===== src/sv/dbpr_pkg.sv =====
// shared types, constants and widths for the depth buoyancy piston regulator
// no dependencies; imported by every module of the block

package dbpr_pkg;

  // fixed-point format
  localparam int FRAC_BITS  = 16;   // fractional bits of signed q values
  localparam int STEP_LIMIT = 200;  // accumulator step window in ticks
  localparam int BUOY_FRAC  = 40;   // fractional bits of the buoyancy gain
  localparam int BUOY_SH    = BUOY_FRAC - FRAC_BITS;

  // field widths
  localparam int VAL_W    = 32;
  localparam int POS_W    = 16;
  localparam int GAIN_W   = 32;
  localparam int OFFS_W   = 16;
  localparam int MAXD_W   = 15;
  localparam int CFG_IDX_W = 3;

  // product datapath widths
  localparam int CAP_LOG = 40;                 // products saturate at 2^40
  localparam int PROD_W  = CAP_LOG + 1;
  localparam int A_W     = 42;                 // widest multiplicand (|s|)
  localparam int HI_W    = A_W - 32;
  localparam int P32_W   = HI_W + 33;
  localparam int S_W     = A_W + 1;
  localparam int ACC_W   = MAXD_W + 1 + FRAC_BITS;
  localparam int SUM_W   = ((ACC_W > PROD_W + 1) ? ACC_W : PROD_W + 1) + 1;
  localparam int TOT_W   = FRAC_BITS + 18;

  // register reset values
  localparam logic [GAIN_W-1:0] BUOY_RST = GAIN_W'(1544300);
  localparam logic [GAIN_W-1:0] DRAG_RST = GAIN_W'(2621);
  localparam logic [GAIN_W-1:0] VELG_RST = GAIN_W'(13107200);
  localparam logic [GAIN_W-1:0] KGN_RST  = GAIN_W'(3277);
  localparam logic [OFFS_W-1:0] OFFS_RST = OFFS_W'(1040);
  localparam logic [MAXD_W-1:0] MAXD_RST = MAXD_W'(200);

  typedef enum logic [CFG_IDX_W-1:0] {
    CFG_BUOYANCY_GAIN   = 3'd0,
    CFG_DRAG_GAIN       = 3'd1,
    CFG_VELOCITY_GAIN   = 3'd2,
    CFG_OVERALL_GAIN    = 3'd3,
    CFG_POSITION_OFFSET = 3'd4,
    CFG_MAX_DELTA       = 3'd5
  } cfg_idx_e;

  typedef struct packed {
    logic [GAIN_W-1:0] buoyancy_gain;
    logic [GAIN_W-1:0] drag_gain;
    logic [GAIN_W-1:0] velocity_gain;
    logic [GAIN_W-1:0] overall_gain;
    logic [OFFS_W-1:0] position_offset;
    logic [MAXD_W-1:0] max_delta;
  } cfg_t;

  // which product the shared multiplier is working on
  typedef enum logic [2:0] {
    OP_VV,
    OP_DRAG,
    OP_VEL,
    OP_BUOY,
    OP_CMD
  } mul_op_e;

  typedef enum logic [3:0] {
    DP_NOP,
    DP_LOAD,
    DP_MUL_LO,
    DP_MUL_HI,
    DP_MUL_FIN,
    DP_SURF_A,
    DP_SURF_B,
    DP_ACC,
    DP_CLAMP,
    DP_OUT_REG,
    DP_OUT_IDLE
  } dp_cmd_e;

  typedef struct packed {
    dp_cmd_e cmd;
    mul_op_e op;
  } ctrl_cmd_t;

  typedef struct packed {
    logic enabled;   // latched set point is positive
  } dp_status_t;

  typedef enum logic [3:0] {
    ST_IDLE,
    ST_CHECK,
    ST_MUL_LO,
    ST_MUL_HI,
    ST_MUL_FIN,
    ST_SURF_A,
    ST_SURF_B,
    ST_ACC,
    ST_CLAMP,
    ST_OUT_ON,
    ST_OUT_OFF
  } state_e;

endpackage


===== src/sv/depth_buoyancy_piston_regulator_top.sv =====
// top level of the depth buoyancy piston regulator
// depends on dbpr_pkg, dbpr_cfg, dbpr_ctrl and dbpr_datapath
//
// usage
// - one item on the slave stream is one control tick: depth, vertical speed,
//   piston position and depth set point
// - one item leaves on the master stream per input item: the commanded piston
//   position in tdata and the regulating flag in tuser
// - the configuration channel writes one gain, offset or limit per handshake;
//   cfg_ready_o is always high; writes must be made while the block is idle,
//   which the block itself does not check
// - a regulated item holds the block until its result is loaded:
//   five products run through one shared 32x32 multiplier, each as low half,
//   high half, then scale and saturate, plus the surface sum, the
//   accumulator step, the clamp and the output load
// - an item with a set point at or below zero skips the products and returns 0
// reset
// - registers return to their defaults, the tick accumulator clears to zero
// stall
// - a result waits in the output register; the next item is still accepted,
//   and its own result waits until the slot frees up

module depth_buoyancy_piston_regulator_top (
  input  logic                            clk_i,
  input  logic                            rst_ni,
  // input stream
  input  logic                            s_axis_tvalid,
  output logic                            s_axis_tready,
  // [31:0] depth_now, [63:32] vertical_speed, [79:64] piston_ticks,
  // [111:80] target_depth
  input  logic [111:0]                    s_axis_tdata,
  // result stream
  output logic                            m_axis_tvalid,
  input  logic                            m_axis_tready,
  // [15:0] piston_target
  output logic [15:0]                     m_axis_tdata,
  // [0] regulating
  output logic                            m_axis_tuser,
  // configuration writes
  input  logic                            cfg_valid_i,
  output logic                            cfg_ready_o,
  input  logic [dbpr_pkg::CFG_IDX_W-1:0]  cfg_index_i,
  input  logic [dbpr_pkg::GAIN_W-1:0]     cfg_data_i
);
  import dbpr_pkg::*;

  cfg_t       cfg;
  ctrl_cmd_t  cmd;
  dp_status_t status;

  // unpack the input item
  logic signed [VAL_W-1:0] depth_now, vertical_speed, target_depth;
  logic        [POS_W-1:0] piston_ticks;

  assign depth_now      = s_axis_tdata[31:0];
  assign vertical_speed = s_axis_tdata[63:32];
  assign piston_ticks   = s_axis_tdata[79:64];
  assign target_depth   = s_axis_tdata[111:80];

  dbpr_cfg u_cfg (
    .clk_i       (clk_i),
    .rst_ni      (rst_ni),
    .cfg_valid_i (cfg_valid_i),
    .cfg_ready_o (cfg_ready_o),
    .cfg_index_i (cfg_index_i),
    .cfg_data_i  (cfg_data_i),
    .cfg_o       (cfg)
  );

  // sequencer: handshakes and step order
  dbpr_ctrl u_ctrl (
    .clk_i       (clk_i),
    .rst_ni      (rst_ni),
    .in_valid_i  (s_axis_tvalid),
    .in_ready_o  (s_axis_tready),
    .out_valid_o (m_axis_tvalid),
    .out_ready_i (m_axis_tready),
    .status_i    (status),
    .cmd_o       (cmd)
  );

  // arithmetic, accumulator and result register
  dbpr_datapath u_datapath (
    .clk_i            (clk_i),
    .rst_ni           (rst_ni),
    .cfg_i            (cfg),
    .cmd_i            (cmd),
    .status_o         (status),
    .depth_now_i      (depth_now),
    .vertical_speed_i (vertical_speed),
    .piston_ticks_i   (piston_ticks),
    .target_depth_i   (target_depth),
    .piston_target_o  (m_axis_tdata),
    .regulating_o     (m_axis_tuser)
  );

  // a result that is not regulating always commands zero ticks
  assert property (@(posedge clk_i) disable iff (!rst_ni)
    m_axis_tvalid && !m_axis_tuser |-> m_axis_tdata == '0)
    else $error("idle result with nonzero piston target");

  // the block is busy in the cycle after it takes an item
  assert property (@(posedge clk_i) disable iff (!rst_ni)
    s_axis_tvalid && s_axis_tready |=> !s_axis_tready)
    else $error("input accepted twice in a row");

  // a new result is only loaded into a free output slot
  assert property (@(posedge clk_i) disable iff (!rst_ni)
    (cmd.cmd == DP_OUT_REG || cmd.cmd == DP_OUT_IDLE) |->
      (!m_axis_tvalid || m_axis_tready))
    else $error("output overwritten while stalled");

endmodule


===== src/sv/dbpr_cfg.sv =====
// configuration register bank of the depth regulator
// depends on dbpr_pkg

module dbpr_cfg (
  input  logic                          clk_i,
  input  logic                          rst_ni,
  input  logic                          cfg_valid_i,
  output logic                          cfg_ready_o,
  input  logic [dbpr_pkg::CFG_IDX_W-1:0] cfg_index_i,
  input  logic [dbpr_pkg::GAIN_W-1:0]    cfg_data_i,
  output dbpr_pkg::cfg_t                 cfg_o
);
  import dbpr_pkg::*;

  cfg_t cfg_q;

  assign cfg_ready_o = 1'b1;
  assign cfg_o       = cfg_q;

  always_ff @(posedge clk_i or negedge rst_ni) begin
    if (!rst_ni) begin
      cfg_q.buoyancy_gain   <= BUOY_RST;
      cfg_q.drag_gain       <= DRAG_RST;
      cfg_q.velocity_gain   <= VELG_RST;
      cfg_q.overall_gain    <= KGN_RST;
      cfg_q.position_offset <= OFFS_RST;
      cfg_q.max_delta       <= MAXD_RST;
    end else if (cfg_valid_i) begin
      unique case (cfg_idx_e'(cfg_index_i))
        CFG_BUOYANCY_GAIN:   cfg_q.buoyancy_gain   <= cfg_data_i;
        CFG_DRAG_GAIN:       cfg_q.drag_gain       <= cfg_data_i;
        CFG_VELOCITY_GAIN:   cfg_q.velocity_gain   <= cfg_data_i;
        CFG_OVERALL_GAIN:    cfg_q.overall_gain    <= cfg_data_i;
        CFG_POSITION_OFFSET: cfg_q.position_offset <= cfg_data_i[OFFS_W-1:0];
        CFG_MAX_DELTA:       cfg_q.max_delta       <= cfg_data_i[MAXD_W-1:0];
        default: ;  // unused indexes are ignored
      endcase
    end
  end

endmodule


===== src/sv/dbpr_ctrl.sv =====
// sequencer of the depth regulator: walks the datapath through the products
// depends on dbpr_pkg

module dbpr_ctrl (
  input  logic                 clk_i,
  input  logic                 rst_ni,
  input  logic                 in_valid_i,
  output logic                 in_ready_o,
  output logic                 out_valid_o,
  input  logic                 out_ready_i,
  input  dbpr_pkg::dp_status_t status_i,
  output dbpr_pkg::ctrl_cmd_t  cmd_o
);
  import dbpr_pkg::*;

  state_e  state_q, state_d;
  mul_op_e op_q, op_d;
  logic    valid_q, valid_d;
  logic    slot_free;

  assign slot_free   = !valid_q || out_ready_i;
  assign out_valid_o = valid_q;

  always_ff @(posedge clk_i or negedge rst_ni) begin
    if (!rst_ni) begin
      state_q <= ST_IDLE;
      op_q    <= OP_VV;
      valid_q <= 1'b0;
    end else begin
      state_q <= state_d;
      op_q    <= op_d;
      valid_q <= valid_d;
    end
  end

  always_comb begin
    state_d    = state_q;
    op_d       = op_q;
    in_ready_o = 1'b0;
    cmd_o.cmd  = DP_NOP;
    cmd_o.op   = op_q;
    unique case (state_q)
      ST_IDLE: begin
        in_ready_o = 1'b1;
        if (in_valid_i) begin
          cmd_o.cmd = DP_LOAD;
          state_d   = ST_CHECK;
        end
      end
      ST_CHECK: begin
        if (status_i.enabled) begin
          op_d    = OP_VV;
          state_d = ST_MUL_LO;
        end else begin
          state_d = ST_OUT_OFF;
        end
      end
      ST_MUL_LO: begin
        cmd_o.cmd = DP_MUL_LO;
        state_d   = ST_MUL_HI;
      end
      ST_MUL_HI: begin
        cmd_o.cmd = DP_MUL_HI;
        state_d   = ST_MUL_FIN;
      end
      ST_MUL_FIN: begin
        cmd_o.cmd = DP_MUL_FIN;
        unique case (op_q)
          OP_VV: begin
            op_d    = OP_DRAG;
            state_d = ST_MUL_LO;
          end
          OP_DRAG: begin
            op_d    = OP_VEL;
            state_d = ST_MUL_LO;
          end
          OP_VEL: begin
            op_d    = OP_BUOY;
            state_d = ST_MUL_LO;
          end
          OP_BUOY: state_d = ST_SURF_A;
          OP_CMD:  state_d = ST_ACC;
          default: state_d = ST_IDLE;
        endcase
      end
      ST_SURF_A: begin
        cmd_o.cmd = DP_SURF_A;
        state_d   = ST_SURF_B;
      end
      ST_SURF_B: begin
        cmd_o.cmd = DP_SURF_B;
        op_d      = OP_CMD;
        state_d   = ST_MUL_LO;
      end
      ST_ACC: begin
        cmd_o.cmd = DP_ACC;
        state_d   = ST_CLAMP;
      end
      ST_CLAMP: begin
        cmd_o.cmd = DP_CLAMP;
        state_d   = ST_OUT_ON;
      end
      ST_OUT_ON: begin
        if (slot_free) begin
          cmd_o.cmd = DP_OUT_REG;
          state_d   = ST_IDLE;
        end
      end
      ST_OUT_OFF: begin
        if (slot_free) begin
          cmd_o.cmd = DP_OUT_IDLE;
          state_d   = ST_IDLE;
        end
      end
      default: state_d = ST_IDLE;
    endcase
  end

  // output slot: set on load, cleared when the item is taken
  always_comb begin
    valid_d = valid_q;
    if (cmd_o.cmd == DP_OUT_REG || cmd_o.cmd == DP_OUT_IDLE) begin
      valid_d = 1'b1;
    end else if (out_ready_i) begin
      valid_d = 1'b0;
    end
  end

endmodule


===== src/sv/dbpr_datapath.sv =====
// datapath of the depth regulator: shared 32x32 multiplier, surface sum,
// tick accumulator and output register; depends on dbpr_pkg

module dbpr_datapath (
  input  logic                          clk_i,
  input  logic                          rst_ni,
  input  dbpr_pkg::cfg_t                cfg_i,
  input  dbpr_pkg::ctrl_cmd_t           cmd_i,
  output dbpr_pkg::dp_status_t          status_o,
  input  logic signed [dbpr_pkg::VAL_W-1:0] depth_now_i,
  input  logic signed [dbpr_pkg::VAL_W-1:0] vertical_speed_i,
  input  logic        [dbpr_pkg::POS_W-1:0] piston_ticks_i,
  input  logic signed [dbpr_pkg::VAL_W-1:0] target_depth_i,
  output logic        [dbpr_pkg::POS_W-1:0] piston_target_o,
  output logic                              regulating_o
);
  import dbpr_pkg::*;

  localparam logic [PROD_W-1:0] PROD_CAP = PROD_W'(1) << CAP_LOG;
  localparam logic signed [SUM_W-1:0] STEP_LIM_Q = SUM_W'(STEP_LIMIT) << FRAC_BITS;
  localparam logic [TOT_W-1:0] HALF_Q = TOT_W'(1) << (FRAC_BITS - 1);
  localparam logic [TOT_W-1:0] POS_MAX = TOT_W'({POS_W{1'b1}});

  // latched item
  logic signed [VAL_W-1:0] depth_q, target_q;
  logic                    vneg_q;
  logic [VAL_W-1:0]        vmag_q;
  logic [POS_W-1:0]        pos_q;

  // products and intermediate sums
  logic [63:0]             lo_q;
  logic [HI_W+31:0]        hi_q;
  logic [PROD_W-1:0]       vv_q, dterm_q, kterm_q, bterm_q, cmag_q;
  logic signed [S_W-1:0]   e_q, s_q;
  logic signed [ACC_W-1:0] acc_q;
  logic [POS_W-1:0]        res_target_q;
  logic                    res_reg_q;

  logic [VAL_W-1:0]        vmag_in;
  logic [A_W-1:0]          a_sel, smag;
  logic [GAIN_W-1:0]       b_sel;
  logic [31:0]             mul_x;
  logic [63:0]             prod;
  logic [P32_W-1:0]        p32;
  logic [P32_W+31:0]       full;
  logic                    sat_f, sat_b;
  logic [PROD_W-1:0]       fin_res;
  logic [PROD_W:0]         dk;
  logic signed [SUM_W-1:0] acc_x, cmd_x, sum;
  logic                    step_ok;
  logic signed [ACC_W-1:0] lim;
  logic signed [TOT_W-1:0] total;
  logic [TOT_W-1:0]        rnd, rnd_sh;
  logic [POS_W-1:0]        out_val;

  assign status_o.enabled = (target_q > 0);
  assign piston_target_o  = res_target_q;
  assign regulating_o     = res_reg_q;

  assign vmag_in = vertical_speed_i[VAL_W-1] ? VAL_W'(-vertical_speed_i)
                                             : VAL_W'(vertical_speed_i);
  assign smag    = s_q[S_W-1] ? A_W'(-s_q) : A_W'(s_q);

  // operand selection for the shared multiplier
  always_comb begin
    unique case (cmd_i.op)
      OP_VV: begin
        a_sel = A_W'(vmag_q);
        b_sel = vmag_q;
      end
      OP_DRAG: begin
        a_sel = A_W'(vv_q);
        b_sel = cfg_i.drag_gain;
      end
      OP_VEL: begin
        a_sel = A_W'(vmag_q);
        b_sel = cfg_i.velocity_gain;
      end
      OP_BUOY: begin
        a_sel = A_W'(pos_q);
        b_sel = cfg_i.buoyancy_gain;
      end
      OP_CMD: begin
        a_sel = smag;
        b_sel = cfg_i.overall_gain;
      end
      default: begin
        a_sel = '0;
        b_sel = '0;
      end
    endcase
  end

  // low half of the multiplicand first, then the high bits
  assign mul_x = (cmd_i.cmd == DP_MUL_HI) ? 32'(a_sel[A_W-1:32]) : a_sel[31:0];
  assign prod  = mul_x * b_sel;

  // recombine, truncate to the target scale and saturate
  assign p32   = P32_W'(hi_q) + P32_W'(lo_q[63:32]);
  assign full  = {p32, lo_q[31:0]};
  assign sat_f = (p32 >> (FRAC_BITS + 8)) != '0;
  assign sat_b = (p32 >> (BUOY_SH + 8)) != '0;
  always_comb begin
    if (cmd_i.op == OP_BUOY) begin
      fin_res = sat_b ? PROD_CAP : PROD_W'(full >> BUOY_SH);
    end else begin
      fin_res = sat_f ? PROD_CAP : PROD_W'(full >> FRAC_BITS);
    end
  end

  // accumulator step and window check
  assign dk      = (PROD_W + 1)'(dterm_q) + (PROD_W + 1)'(kterm_q);
  assign acc_x   = SUM_W'(acc_q);
  assign cmd_x   = s_q[S_W-1] ? signed'(SUM_W'(cmag_q)) : -signed'(SUM_W'(cmag_q));
  assign sum     = acc_x + cmd_x;
  assign step_ok = (sum < STEP_LIM_Q) && (sum > -STEP_LIM_Q);
  assign lim     = signed'(ACC_W'({cfg_i.max_delta, {FRAC_BITS{1'b0}}}));

  // rounded, saturated output
  assign total  = signed'(TOT_W'(acc_q) +
                          TOT_W'({cfg_i.position_offset, {FRAC_BITS{1'b0}}}));
  assign rnd    = TOT_W'(total) + HALF_Q;
  assign rnd_sh = rnd >> FRAC_BITS;
  always_comb begin
    if (total <= 0) begin
      out_val = '0;
    end else if (rnd_sh > POS_MAX) begin
      out_val = {POS_W{1'b1}};
    end else begin
      out_val = rnd_sh[POS_W-1:0];
    end
  end

  always_ff @(posedge clk_i) begin
    unique case (cmd_i.cmd)
      DP_LOAD: begin
        depth_q  <= depth_now_i;
        target_q <= target_depth_i;
        vneg_q   <= vertical_speed_i[VAL_W-1];
        vmag_q   <= vmag_in;
        pos_q    <= piston_ticks_i;
      end
      DP_MUL_LO: lo_q <= prod;
      DP_MUL_HI: hi_q <= prod[HI_W+31:0];
      DP_MUL_FIN: begin
        unique case (cmd_i.op)
          OP_VV:   vv_q    <= fin_res;
          OP_DRAG: dterm_q <= fin_res;
          OP_VEL:  kterm_q <= fin_res;
          OP_BUOY: bterm_q <= fin_res;
          OP_CMD:  cmag_q  <= fin_res;
          default: ;
        endcase
      end
      DP_SURF_A: e_q <= S_W'(depth_q) - S_W'(target_q) + signed'(S_W'(bterm_q));
      DP_SURF_B: begin
        if (vneg_q) begin
          s_q <= e_q - signed'(S_W'(dk));
        end else begin
          s_q <= e_q + signed'(S_W'(dk));
        end
      end
      DP_OUT_REG: begin
        res_target_q <= out_val;
        res_reg_q    <= 1'b1;
      end
      DP_OUT_IDLE: begin
        res_target_q <= '0;
        res_reg_q    <= 1'b0;
      end
      default: ;
    endcase
  end

  always_ff @(posedge clk_i or negedge rst_ni) begin
    if (!rst_ni) begin
      acc_q <= '0;
    end else if (cmd_i.cmd == DP_ACC) begin
      if (step_ok) begin
        acc_q <= sum[ACC_W-1:0];
      end
    end else if (cmd_i.cmd == DP_CLAMP) begin
      if (acc_q > lim) begin
        acc_q <= lim;
      end else if (acc_q < -lim) begin
        acc_q <= -lim;
      end
    end
  end

endmodule


===== config.mk =====
export PLATFORM = sky130hd
export DESIGN_NAME = depth_buoyancy_piston_regulator_top
export DESIGN_NICKNAME = d
export VERILOG_FILES = /design/src/sv/dbpr_pkg.sv /design/src/sv/depth_buoyancy_piston_regulator_top.sv /design/src/sv/dbpr_cfg.sv /design/src/sv/dbpr_ctrl.sv /design/src/sv/dbpr_datapath.sv
export SDC_FILE = /design/constraint.sdc
export NUM_CORES = 2
export LEC_CHECK = 0
export BUFFER_PORTS_ARGS = -buffer_cell sky130_fd_sc_hd__buf_2
export CORE_AREA = 4 4 494 496
export CTS_CLUSTER_SIZE = 16
export DETAILED_ROUTE_END_ITERATION = 10
export DIE_AREA = 0 0 498 500
export SKIP_LAST_GASP = 1
export SLEW_MARGIN = 10
export SYNTH_ARGS = -nofsm -noshare
export SYNTH_HDL_FRONTEND = slang
export SYNTH_SLANG_ARGS = --single-unit

===== constraint.sdc =====
create_clock -name clk_i -period 12.1 [get_ports clk_i]
set_input_delay 1.21 -clock clk_i [delete_from_list [all_inputs] [get_ports clk_i]]
set_output_delay 1.21 -clock clk_i [all_outputs]
set_load 0.05 [all_outputs]

==> impl_metrics.tcl <==
set metrics [dict create \
    synth_cell_types 101 \
    holdCritPathClass "flip-flop to flip-flop" \
    cts.clk_slew.worst_paths_ns 0.06 \
    crit_path_end_kind "flip-flop" \
    tritoncts "yes" \
    crit_end "u_datapath.lo_q[62]$_DFFE_PN_" \
    worst_ep_required_time_ns 12.55 \
    timing.final.crit_period_ns 11.59 \
    rrSetupSlack_ns 0.51 \
    die_area_mm2 0.249 \
    start_util_pct 31.9 \
    cts_setup_buffers 0 \
    die_h_um 500 \
    clock.fmax_ghz 0.0863 \
    ant_nets 0 \
    setup_slack_ns 0.511 \
    yosysSeqAreaShare_pct 26.7 \
    drive_above_1_share_pct 10.3 \
    yosys.area.top_type "fa_1" \
    hold_ws_ns 0.504 \
    relSlewSlack_pct 13.7 \
    detail_route.wl_per_cell_um 23.4 \
    crit_fanout 12 \
    post_cts_resized 0 \
    crit_type "flip-flop to flip-flop" \
    numCtsBuffers 83 \
    grt_pass1_wl_mm 394 \
    status "complete, no violations" \
    nNetsFinal 9624 \
    finalCritPeriodShare_pct 95.8 \
    async_flop_share_pct 28.0 \
    arrival_ns 12.04 \
    synth.net_count 9500 \
    wl_mm 265 \
    vias_per_cell 5.33 \
    regToRegEndpoint "u_datapath.lo_q[62]$_DFFE_PN_" \
    preCtsSetupSlack_ns 0.593 \
    tns_ns 0 \
    place_hpwl_mm 216 \
    synth_cells 7897 \
    grt_max_degree 81 \
    first_pass_iters 6 \
    final_core_util_pct 35.5 \
    cts_max_path_buffers 3 \
    core_mm2 0.240 \
    io_buffers 170 \
    worst_pin_slew_ns 1.28 \
    synth-seq-cells 710 \
    timing.rr.start "u_datapath.s_q[7]$_DFFE_PN_" \
    syn_avg_cell_area_um2 9.67 \
    skew_ns 0.0312 \
    grt_pass1_vias 60901 \
    htree_levels 3 \
    synthTopCellsByCount "inv_1 (1097), fa_1 (903), nor2_1 (817), nand2_1 (753), ha_1 (548)" \
    row_count 180 \
    cts_sinks 710 \
    syn2layout_area_growth_pct 11.5 \
    cp-start-kind "flip-flop" \
    insertion_delay_ns 0.71 \
    critPathLaunch "u_datapath.s_q[7]$_DFFE_PN_" \
    slew_violations 0 \
    critical_path.max_stage_delay_ns 0.58 \
    synth_edf_count 511 \
    root_buffer "clkbuf_16" \
    grt_usage_pct 20.9 \
    globalplace.congestion 0.968 \
    grt_overflow 0 \
    slowest_stage "fa_1" \
    drv_cap 0 \
    die_width_um 498 \
    netlist_area_mm2 0.0763 \
    hold_viol 0 \
    path_common_cell "fa_1" \
    synth.area.top_cells "fa_1 (24%), edfxtp_1 (20%), ha_1 (9.0%)" \
    vias 60198 \
    drtIter0Drc 5214 \
    antenna_found_initial 34 \
    synth-main-ff-cell "edfxtp_1" \
    yosysMostFrequentCell "inv_1" \
    pin_count 172 \
    route.detailed.drc 0 \
    reg2reg_depth 41 \
    yosysWarningCount 0 \
    yosysTopAreaCellShare_pct 23.7 \
    rsz0062_at_grt "false" \
    setup_viol 0 \
    postCtsHoldBufs 0 \
]
## per-layer routing
| layer | vias up | wire length [um] | global-route usage [%] |
|---|---|---|---|
| li1 | 26681 | - | - |
| met1 | 30526 | 109000 | 27.6 |
| met2 | 2489 | 121000 | 33.6 |
| met3 | 496 | 20900 | 3.61 |
| met4 | 6 | 13800 | 9.78 |
| met5 | - | 54 | 0 |
## area by class of cell
type | instances | area, um^2
diodes | 10 | 25.0
well taps | 3185 | 3990
fillers | 24102 | 155000
multi-input cells | 5756 | 51300
inverters | 1098 | 4120
flip-flops and latches | 710 | 20400
clock inverters | 50 | 598
repair buffers | 372 | 2420
clock buffers | 105 | 2230
## layout by cell type, fill, tap and decap left out, types with 17 or more instances in the layout
cell type  netlist  routed
fa_1           903     903
a21oi_1        416     413
o22a_1          25      25
or2_2           18      18
and3_1          55      54
a31oi_1         37      37
mux2i_1         86      86
nor3_1          87      82
inv_1         1097    1096
dfrtp_1        167     164
mux2_2         170     170
nor4_4           0      28
xnor2_1        279     279
a21o_1         154     154
xor2_1         182     182
nor4_1          81      50
nand3_1         87      87
nor2b_1         46      45
or3_1           30      30
nand4_1         66      66
nand2b_1        61      61
edfxtp_1       511     511
o21ai_0        222     217
o21a_1          51      51
o21bai_1        48      48
o22ai_1         35      22
buf_2            8     169
buf_4            2     197
o31ai_1         43      42
and2_1          57      56
clkbuf_16        0      85
nand2_1        753     753
nor2_1         817     808
a22oi_1         54      53
a211oi_1        46      45
clkbuf_1       308      17
ha_1           548     548
dfstp_2         32      32
or4_1           25      25
## how the worst min path moves through the flow
| stage | end | slack, ns | start | depth (start not counted) |
|---|---|---|---|---|
| floorplan | u_cfg.cfg_o[137]$_DFFE_PN0P_ | 0.47 | u_cfg.cfg_o[137]$_DFFE_PN0P_ | 1 |
| finish | u_cfg.cfg_o[111]$_DFFE_PN0P_ | 0.50 | u_cfg.cfg_o[111]$_DFFE_PN0P_ | 1 |
| CTS | u_cfg.cfg_o[27]$_DFFE_PN0P_ | 0.48 | rst_ni | 1 |
| detailed placement | u_cfg.cfg_o[36]$_DFFE_PN0P_ | 0.49 | u_cfg.cfg_o[36]$_DFFE_PN0P_ | 1 |
| global placement | u_cfg.cfg_o[153]$_DFFE_PN0P_ | 0.48 | u_cfg.cfg_o[153]$_DFFE_PN0P_ | 1 |
| global route | u_cfg.cfg_o[120]$_DFFE_PN0P_ | 0.51 | u_cfg.cfg_o[120]$_DFFE_PN0P_ | 1 |
## sequential cells by signal (all words and copies together), names as in the netlist, 32 cells and up
register and cells:
u_datapath.hi_q 42, u_datapath.s_q 43, u_datapath.dterm_q 41, u_datapath.e_q 43
u_datapath.bterm_q 41, u_datapath.vv_q 41, u_datapath.acc_q 32, u_datapath.lo_q 48
u_datapath.cmag_q 41, u_datapath.vmag_q 32, u_datapath.depth_q 32, u_cfg.cfg_o 159
u_datapath.target_q 32, u_datapath.kterm_q 41
## through the flow
step           instance area [um^2]  std cells
2_1_floorplan                 76300       7897
3_3_place_gp                  82200      11120
3_5_place_dp                  82200      11120
4_1_cts                       85000      11275
5_1_grt                       85100      11278
6_report                      85100      11286
## critical path: cells and delay by family (launching register included)
kind / cells / cell delay (ns)
DFF: 1 / 0.42
adders and majority gates: 9 / 4.44
AOI/OAI and AO/OA: 13 / 2.64
buffers and inverters: 8 / 1.00
xor gates and xnor gates: 2 / 0.28
and+or+nand+nor: 9 / 2.53
## kinds of logic after synthesis
group                      after synthesis  synth area share [%]
AOI/OAI and AO/OA                     1338                  11.3
xor gates and xnor gates               462                  5.31
adders and majority gates             1452                  32.7
buffers and inverters                 1431                  7.07
DFF                                    710                  26.7
muxes                                  264                  3.77
other                                    1               0.00491
and+or+nand+nor                       2239                  13.2
Power is not shown: default switching activity piles up to over one toggle a cycle in this logic, so the estimate is an artifact.
